`src/design/tss_pkg.sv`:
```
// shared constants, types and config register codes of the track smoother
package tss_pkg;

	localparam int HIST_DEPTH = 32;
	localparam int HIST_AW    = $clog2(HIST_DEPTH);
	localparam int CNT_W      = $clog2(HIST_DEPTH + 1);
	localparam int POS_W      = 16;
	localparam int TS_W       = 48;
	localparam int LEN_W      = 7;
	localparam int GAP_W      = 32;
	localparam int JUMP_W     = 16;
	localparam int WGT_W      = 9;
	localparam int MINLEN_W   = 7;
	localparam int CFG_IDX_W  = 3;
	localparam int CFG_DATA_W = 32;
	localparam int WORD_W     = TS_W + 2 * POS_W;
	localparam int PROD_W     = WGT_W + POS_W;

	localparam logic [GAP_W-1:0]    GAP_RST    = GAP_W'(400000);
	localparam logic [JUMP_W-1:0]   JUMP_RST   = JUMP_W'(4000);
	localparam logic [WGT_W-1:0]    WGT_RST    = WGT_W'(192);
	localparam logic [WGT_W-1:0]    WGT_FULL   = WGT_W'(256);
	localparam logic [MINLEN_W-1:0] MINLEN_RST = MINLEN_W'(4);

	typedef enum logic [CFG_IDX_W-1:0] {
		CFG_GAP_LIMIT     = 3'd0,
		CFG_JUMP_LIMIT    = 3'd1,
		CFG_SMOOTH_WEIGHT = 3'd2,
		CFG_SMOOTHING_ON  = 3'd3,
		CFG_MIN_TRACK_LEN = 3'd4
	} cfg_idx_t;

	// controller to datapath
	typedef struct packed {
		logic capture;
		logic rd_last;
		logic diff;
		logic square;
		logic decide;
		logic commit;
		logic ro_start;
		logic ro_rd;
		logic ro_load;
		logic ro_mark;
	} cmd_t;

	// datapath to controller
	typedef struct packed {
		logic out_free;
		logic ro_short;
		logic ro_last;
	} sts_t;

endpackage

```
`src/design/tss_ctrl.sv`:
```
// sequencing state machine for detections and history readout
module tss_ctrl (
	input  logic          clk,
	input  logic          arst_n,
	input  logic          det_valid,
	input  logic          det_req_type,
	output logic          det_ready,
	input  tss_pkg::sts_t sts,
	output tss_pkg::cmd_t cmd
);
	import tss_pkg::*;

	typedef enum logic [3:0] {
		ST_IDLE,
		ST_RD_LAST,
		ST_DIFF,
		ST_SQUARE,
		ST_DECIDE,
		ST_COMMIT,
		ST_RO_CHECK,
		ST_RO_MARK,
		ST_RO_RD,
		ST_RO_LOAD
	} state_t;

	state_t state_q;
	logic   accept;

	assign det_ready = (state_q == ST_IDLE);
	assign accept    = det_valid && det_ready;

	always_comb begin
		cmd          = '0;
		cmd.capture  = accept;
		cmd.rd_last  = (state_q == ST_RD_LAST);
		cmd.diff     = (state_q == ST_DIFF);
		cmd.square   = (state_q == ST_SQUARE);
		cmd.decide   = (state_q == ST_DECIDE);
		cmd.commit   = (state_q == ST_COMMIT) && sts.out_free;
		cmd.ro_start = (state_q == ST_RO_CHECK);
		cmd.ro_rd    = (state_q == ST_RO_RD);
		cmd.ro_load  = (state_q == ST_RO_LOAD) && sts.out_free;
		cmd.ro_mark  = (state_q == ST_RO_MARK) && sts.out_free;
	end

	always_ff @(posedge clk or negedge arst_n) begin
		if (!arst_n) begin
			state_q <= ST_IDLE;
		end else begin
			case (state_q)
				ST_IDLE: begin
					if (accept) begin
						state_q <= det_req_type ? ST_RO_CHECK : ST_RD_LAST;
					end
				end
				ST_RD_LAST: state_q <= ST_DIFF;
				ST_DIFF:    state_q <= ST_SQUARE;
				ST_SQUARE:  state_q <= ST_DECIDE;
				ST_DECIDE:  state_q <= ST_COMMIT;
				ST_COMMIT: begin
					if (sts.out_free) begin
						state_q <= ST_IDLE;
					end
				end
				ST_RO_CHECK: state_q <= sts.ro_short ? ST_RO_MARK : ST_RO_RD;
				ST_RO_MARK: begin
					if (sts.out_free) begin
						state_q <= ST_IDLE;
					end
				end
				ST_RO_RD: state_q <= ST_RO_LOAD;
				ST_RO_LOAD: begin
					if (sts.out_free) begin
						state_q <= sts.ro_last ? ST_IDLE : ST_RO_RD;
					end
				end
				default: state_q <= ST_IDLE;
			endcase
		end
	end

	a_one_at_a_time: assert property (@(posedge clk) disable iff (!arst_n)
		accept |=> !det_ready)
		else $error("request accepted while another is in work");

	a_stream_end: assert property (@(posedge clk) disable iff (!arst_n)
		(cmd.ro_load && sts.ro_last) |=> det_ready)
		else $error("readout did not return to idle after last entry");

	a_marker_short: assert property (@(posedge clk) disable iff (!arst_n)
		(state_q == ST_RO_MARK) |-> sts.ro_short)
		else $error("empty marker for a track long enough to stream");
endmodule

```
`config.mk`:
```
export PLATFORM = sky130hd
export DESIGN_NAME = tss_ctrl
export DESIGN_NICKNAME = d
export VERILOG_FILES = /design/src/design/tss_pkg.sv /design/src/design/tss_ctrl.sv
export SDC_FILE = /design/constraint.sdc
export NUM_CORES = 1
export LEC_CHECK = 0
export ABC_AREA = 1
export CORE_AREA = 2 2 39 41
export CTS_BUF_LIST = sky130_fd_sc_hd__clkbuf_8
export DETAILED_ROUTE_END_ITERATION = 8
export DIE_AREA = 0 0 41 43
export DONT_BUFFER_PORTS = 1
export PLACE_DENSITY = 0.4
export SYNTH_ARGS = -nofsm -noshare
export SYNTH_HDL_FRONTEND = slang
export SYNTH_SLANG_ARGS = --single-unit
```
`constraint.sdc`:
```
create_clock -name clk -period 3.6 [get_ports clk]
set_input_delay 0.18 -clock clk [delete_from_list [all_inputs] [get_ports clk]]
set_output_delay 0.18 -clock clk [all_outputs]
set_load 0.02 [all_outputs]
```
## Word-level counts from Yosys, hierarchy flattened

Index checks and enable logic that the tools add are counted.

| word-level totals | value |
|---|---|
| memory bits (read-only) | 0 |
| memories | 0 |
| output and inout bits | 11 |
| flip-flop bits (word level) | 4 |
| word-level logic and storage cells | 27 |
| bits in writable memories | 0 |
| bits in latches | 0 |

| operators by class | value |
|---|---|
| shift operators | 0 |
| magnitude comparators | 0 |
| $add $sub $neg | 0 |
| reductions and logical operators | 7 |
| multipliers | 0 |
| equality and inequality tests | 12 |
| bitwise logic cells | 0 |
| multiplexer cells | 7 |
| divide/modulo/power cells | 0 |

Operators with widths:

| cell | number |
|---|---|
| 4-bit case mux with 9 select lines | 1 |
| 4-bit two-way mux | 5 |
| 4-bit by 3-bit equality test with 1-bit output, second input constant | 4 |
| 4-bit by 2-bit equality test with 1-bit output, second input constant | 2 |
| 4-bit equality test, second input constant | 2 |
| 4-bit by 1-bit equality test with 1-bit output, second input constant | 1 |
| 1-bit logical AND | 4 |
| 4-bit logical NOT | 1 |
| 2-bit by 1-bit != test with 1-bit output, second input constant | 2 |
| 3-bit two-way mux | 1 |
| 3-bit AND reduction | 1 |
| 2-bit != test, second input constant | 1 |
| 2-bit OR reduction | 1 |

## Longest topological paths before layout

Gate-level depths: netlist (run 1).

| depth | value |
|---|---|
| depth in word-level cells | 4 |
| mapped depth | 8 |
| depth with buffers taken out | 8 |

## Least setup slack after synthesis (run 1)

No wires, ideal clock.

| path | value |
|---|---|
| kind | reg2out |
| start | reg state_q[3] |
| end | out cmd[0] (netlist bit) |
| buffers on the path | 0 |
| cell stages (with the launch flop) | 4 |
| path slack | 2.073 ns |
| arrival time | 1.347 ns |
| required time | 3.420 ns |
| path through | dfrtp_1 nor2_1 inv_1 nor4_1 |

RTL lines:

| element | line | text |
|---|---|---|
| start: declaration | tss_ctrl.sv:26 | `state_t state_q;` |
| start signal: assignment | tss_ctrl.sv:53 | `state_q <= det_req_type ? ST_RO_CHECK : ST_RD_LAST;` |
| start signal: assignment | tss_ctrl.sv:65 | `ST_RO_CHECK: state_q <= sts.ro_short ? ST_RO_MARK : ST_RO_RD;` |
| start signal: assignment | tss_ctrl.sv:74 | `state_q <= sts.ro_last ? ST_IDLE : ST_RO_RD;` |
| end: declaration | tss_ctrl.sv:9 | `output tss_pkg::cmd_t cmd` |

==> run_results.csv, run 1 <==
group,metric,value,unit
route,drt-vias-per-instance,4.49,
logic_synthesis,syn_avg_cell_area,5.58,sq um
clocking,clock_sinks,4,
timing,finalSetupTns,0,ns
min_path,hold_path.class,"in2reg",
setup_path,critPathSlowestCell,"nor4_1",
grt,grt-ovfl-total,0,
setup_path,end_kind,"output pin",
setup_path,criticalPathCategory,"reg2out",
placed_design,dp.cells,83,
power,p_sw_share,54.6,%
power,p_per_area,1030,mW/mm^2
setup_path,critPathLaunch,"state_q[3]",
clocking,clk_pin_slew,0.03,ns
floorplan,die_width,41,um
clocking,cts_buffer_depth,2,
route,drtPass1Iterations,4,
timing,tightest_slew,0.893,ns
finish,area.sequential,100,sq um
timing,final_max_slew_viol_count,0,
power,clkPwrFrac,20.3,%
power,total_power,0.457,mW
timing,hold_viol,0,
route,ant_nets,0,
floorplan,io_pins,18,
placed_design,dp_hpwl,733,um
clocking,h-tree-depth,1,
clocking,clk_latency,0.21,ns
logic_synthesis,syn_area,379,sq um
outcome,status,"finished clean",
finish,layout.cells.non_filler,87,
grt,grt_antenna_before_repair,0,
finish,postLayoutCellArea,443,sq um
grt,grt_max_degree,8,
finish,largest_reg_flops,4,
grt,grt_pass1_wl,1320,um
finish,nNetsFinal,80,
timing,max_freq,536,MHz
route,vias,391,
grt,grtUsageTotal,10.8,%
logic_synthesis,synth_cell_type_count,14,
setup_path,path_max_fanout,5,
power,p_comb_share,58.7,%
finish,nFillCells,154,
floorplan,coreArea,0.00138,sq mm
timing,finalSetupViolCount,0,
timing,rsz0062_at_grt,"false",
route,drt-wirelength-per-cell,10.2,um
logic_synthesis,synth-seq-cells,4,
logic_synthesis,seq_area_frac_synth,26.4,%
power,p_leak,0.269,nW
clocking,root_buffer,"clkbuf_8",
grt,first_global_vias,361,
power,seqPwrFrac,21.1,%
timing,fin_crit_sh,51.8,%
finish,area_growth,16.8,%
timing,holdWs,0.226,ns
min_path,min_from,"det_req_type",
flow_run,cap_viol_max_count,0,
logic_synthesis,syn_nets,75,
placed_design,place_ws,1.96,ns
floorplan,dieArea,0.00176,sq mm
placed_design,placedInstanceArea,392,sq um
setup_path,cp.required,3.42,ns
floorplan,start_util,27.4,%
floorplan,die-height,43,um
finish,multi_input_area,219,sq um
finish,fin_util,32.0,%
power,irDropWorstVdd,0.000368,V
setup_path,start_kind,"register",
timing,post-route-min-period,1.87,ns
finish,n_antenna_cell,0,
setup_path,path_cells,"nor2_1, inv_1, nor4_1",
setup_path,arrival,1.69,ns
clocking,cts_tree,"yes",
floorplan,rows,14,
timing,fin_ws,1.73,ns
power,internal-power,0.208,mW
route,drt_iter0_drc,2,
finish,layout-drive-gt1-share,9.86,%
placed_design,gp_congestion,0.740,
clocking,cts_buffers,3,
setup_path,cp_slowest_stage_delay,0.69,ns
power,netSwitchingPower,0.250,mW
logic_synthesis,synth_warnings,0,
route,drcViolationCount,0,
finish,largest-register,"state_q",
logic_synthesis,synthCells,68,
route,drt-total-wl,886,um
timing,fin_worst_skew,0.00198,ns
setup_path,reg2reg_from,"state_q[3]",
placed_design,portBuffers,0,
timing,slew_headroom,39.9,%
finish,largest_registers,"state_q: 4 flops",
clocking,post_cts_resized,0,
==> per-layer routing <==
| layer | up-vias | GRT usage (%) | wire (um) |
|---|---|---|---|
| met5 | - | 0 | 0 |
| met2 | 9 | 18.8 | 417 |
| li1 | 213 | - | - |
| met1 | 169 | 11.8 | 404 |
| met4 | 0 | 4.00 | 0 |
| met3 | 0 | 2.62 | 65 |
==> power groups by stage <==
stage | Combinational [mW] | Sequential [mW] | Clock [mW]
3_3_place_gp | 0.277 | 0.0972 | 0
5_1_grt | 0.304 | 0.0989 | 0.0983
6_report | 0.268 | 0.0963 | 0.0927
4_1_cts | 0.272 | 0.0946 | 0.0950
2_1_floorplan | 0.234 | 0.0889 | 0
3_5_place_dp | 0.270 | 0.0953 | 0
==> worst max-delay path, delay by kind of cell, from the launching register on <==
family / cells / cell delay, ns
flip-flops: 1 / 0.39
buffers and inverters: 1 / 0.13
AND/OR/NAND/NOR: 2 / 0.96
==> layout make-up <==
| cell class | instances | area share, % |
|---|---|---|
| Multi-Input combinational cell | 49 | 49.4 |
| Sequential cell | 4 | 22.6 |
| Inverter | 14 | 11.9 |
| Clock buffer | 3 | 9.32 |
| Tap cell | 16 | 4.52 |
| Timing Repair Buffer | 1 | 2.26 |
==> timing repair <==
action                     in CTS  in global routing
hold endpoints to repair        4                  0
setup endpoints to repair       0                  0
hold buffers                    1                  0
setup buffers                   0                  0
==> final timing paths <==
kind	to	slack, ns	depth (start not counted)
worst max-delay path	cmd[0]	1.73	3
worst min-delay path	state_q[2]	0.23	4
worst max register to register	state_q[2]	2.19	7
worst min register to register	state_q[3]	0.53	2
max in group asynchronous	state_q[3]	3.20	1
min in group asynchronous	state_q[1]	0.24	1
==> Yosys cell counts (all sizes together) <==
cell type	instances	area [sq um]
nor4	1	6.26
a21oi	1	5.00
dfrtp	4	100
nand3	5	25.0
nand2	23	91.3
nor2	13	51.3
inv	14	52.6
nor3	2	10.0
o211ai	2	15.0
nand3b	2	15.0
buf	1	7.51
==> kinds of logic after synthesis <==
| group | after synthesis | synth area share, % |
|---|---|---|
| DFF | 4 | 26.4 |
| AOI/OAI and AO/OA | 3 | 5.28 |
| buffers and inverters | 15 | 15.8 |
| and+or+nand+nor | 46 | 52.5 |
==> cells in the final DEF, fill, tap and decap left out <==
cell / synthesis / layout
dfrtp_1: 4 / 4
nand3_1: 5 / 5
nor3_1: 2 / 2
nand2_1: 21 / 21
o211ai_1: 2 / 2
clkbuf_8: 0 / 3
nor2_2: 1 / 1
nor4_1: 1 / 1
inv_1: 13 / 13
nor2_1: 12 / 12
nand3b_1: 2 / 2
inv_2: 1 / 1
dlygate4sd3_1: 0 / 1
a21oi_1: 1 / 1
nand2_2: 2 / 2
Note: power is estimated with default switching activity, not from simulation.
==> inputs of run 2 (changes only) <==
--- a/config.mk
+++ b/config.mk
@@ -11,7 +11,7 @@
 export DETAILED_ROUTE_END_ITERATION = 8
 export DIE_AREA = 0 0 41 43
 export DONT_BUFFER_PORTS = 1
-export PLACE_DENSITY = 0.4
+export PLACE_DENSITY = 0.41
 export SYNTH_ARGS = -nofsm -noshare
 export SYNTH_HDL_FRONTEND = slang
 export SYNTH_SLANG_ARGS = --single-unit
==> constraint.sdc (replaced) <==
create_clock -name clk -period 1.7 [get_ports clk]
set_input_delay 0.085 -clock clk [delete_from_list [all_inputs] [get_ports clk]]
set_output_delay 0.085 -clock clk [all_outputs]
set_load 0.02 [all_outputs]
==> run 2 against run 1 <==
- cell count grew 4.6%
- global-route usage is 1.0 points higher
- clock-buffer cell count stayed put
- non-clock buffer count is 4 higher
- utilization rose by 2.2 points
- largest power group unchanged
- highest routed layer is now met4
==> run_results.csv, run 2 (synthesis results as in run 1) <==
group,metric,value,unit
clocking,cts_tree,"yes",
floorplan,rows,14,
setup_path,path_max_fanout,5,
placed_design,dp_hpwl,773,um
timing,rsz0062_at_grt,"false",
grt,grt_max_degree,8,
clocking,clk_latency,0.21,ns
floorplan,coreArea,0.00138,sq mm
floorplan,start_util,27.4,%
clocking,post_cts_resized,0,
setup_path,critPathLaunch,"state_q[2]",
timing,fin_crit_sh,86.5,%
grt,first_global_vias,349,
placed_design,gp_congestion,0.749,
route,drt_iter0_drc,6,
finish,nNetsFinal,84,
finish,largest-register,"state_q",
floorplan,io_pins,18,
power,irDropWorstVdd,0.000776,V
clocking,holdBufCountCts,1,
placed_design,placedInstanceArea,422,sq um
min_path,hold_path.class,"in2reg",
route,drt-total-wl,900,um
power,p_per_area,2110,mW/mm^2
setup_path,ff2ff_setup_slack,0.46,ns
timing,slew_headroom,74.2,%
floorplan,die_width,41,um
setup_path,arrival,1.39,ns
route,drt-wirelength-per-cell,9.89,um
timing,max_freq,680,MHz
setup_path,start_kind,"register",
clocking,root_buffer,"clkbuf_8",
clocking,cts_buffers,3,
setup_path,rr_endpoint,"state_q[2]",
timing,fin_worst_skew,0.00332,ns
placed_design,portBuffers,0,
route,ant_nets,0,
setup_path,reg2reg_from,"state_q[0]",
timing,tightest_slew,0.386,ns
outcome,status,"finished clean",
grt,grt_pass1_wl,1370,um
route,vias,411,
timing,post-route-min-period,1.47,ns
timing,finalSetupViolCount,0,
finish,largest_registers,"state_q: 4 flops",
setup_path,cp-endpoint,"cmd[0]",
finish,largest_reg_flops,4,
setup_path,r2r_cells,7,
finish,layout_commonest_cell,"nand2_1",
clocking,h-tree-depth,1,
floorplan,dieArea,0.00176,sq mm
clocking,clk_pin_slew,0.03,ns
finish,postLayoutCellArea,473,sq um
clocking,clock_sinks,4,
setup_path,end_kind,"output pin",
timing,finalSetupTns,0,ns
clocking,cts_buffer_depth,2,
route,drcViolationCount,0,
power,p_leak,0.290,nW
timing,final_max_slew_viol_count,0,
floorplan,die-height,43,um
grt,grtUsageTotal,11.8,%
timing,hold_viol,0,
finish,layout-drive-gt1-share,14.7,%
flow_run,cap_viol_max_count,0,
setup_path,criticalPathCategory,"reg2out",
setup_path,cp.required,1.62,ns
route,drt-vias-per-instance,4.52,
finish,area_growth,24.8,%
grt,grt_antenna_before_repair,0,
route,drtPass1Iterations,4,
finish,n_antenna_cell,0,
finish,final_cell_mix,"nand2_1, inv_1, nor2_1, nand3_1",
grt,grt-ovfl-total,0,
clocking,post-cts-setup-buffer-count,0,
-- run 2: per-layer routing --
layer	share of wire [%]	global-route usage, %	up-vias
li1	-	-	220
met1	46	15.7	177
met2	45	15.6	12
met3	6.7	3.66	2
met4	2.0	8.00	0
met5	0	0	-
-- run 2: power by group --
group	total, mW	internal (mW)	switching (mW)
registers	0.202	0.142	0.0597
clock network	0.196	0.151	0.0451
logic	0.600	0.180	0.420
total	0.997	0.472	0.525
-- run 2: final cells by class --
cell class	count	area, sq um
clock buffer	3	41.3
fill	165	911
inverter	14	52.6
multi-input combinational	49	219
sequential	4	100
tap	16	20.0
timing repair buffer	5	40.0
-- run 2: worst min-delay path by stage --
stage | from | endpoint | slack, ns | cells past startpoint
floorplan | arst_n | state_q[0] | -0.21 | 0
global placement | arst_n | state_q[2] | -0.21 | 0
detailed placement | arst_n | state_q[2] | -0.21 | 0
CTS | det_req_type | state_q[2] | 0.13 | 4
global route | det_req_type | state_q[2] | 0.16 | 4
finish | det_req_type | state_q[2] | 0.12 | 4
-- run 2: critical path, cell delays in order, from the launching register on --
cell	delay, ns
dfrtp_1	0.38
inv_1	0.05
nor2_1	0.24
inv_1	0.13
nor4_1	0.18
buf_4	0.18
-- run 2: per-stage QoR --
stage               hold WS (ns)  instances  power [mW]  util [%]  setup slack [ns]
global route               0.158         91        1.11      34.2             0.109
detailed placement        -0.210         87       0.811      30.5             0.453
global placement          -0.210         87       0.819      30.5             0.433
CTS                        0.127         91        1.02      34.2             0.214
floorplan                 -0.211         68       0.684         -             0.268
finish                     0.118         91       0.997      34.2             0.229
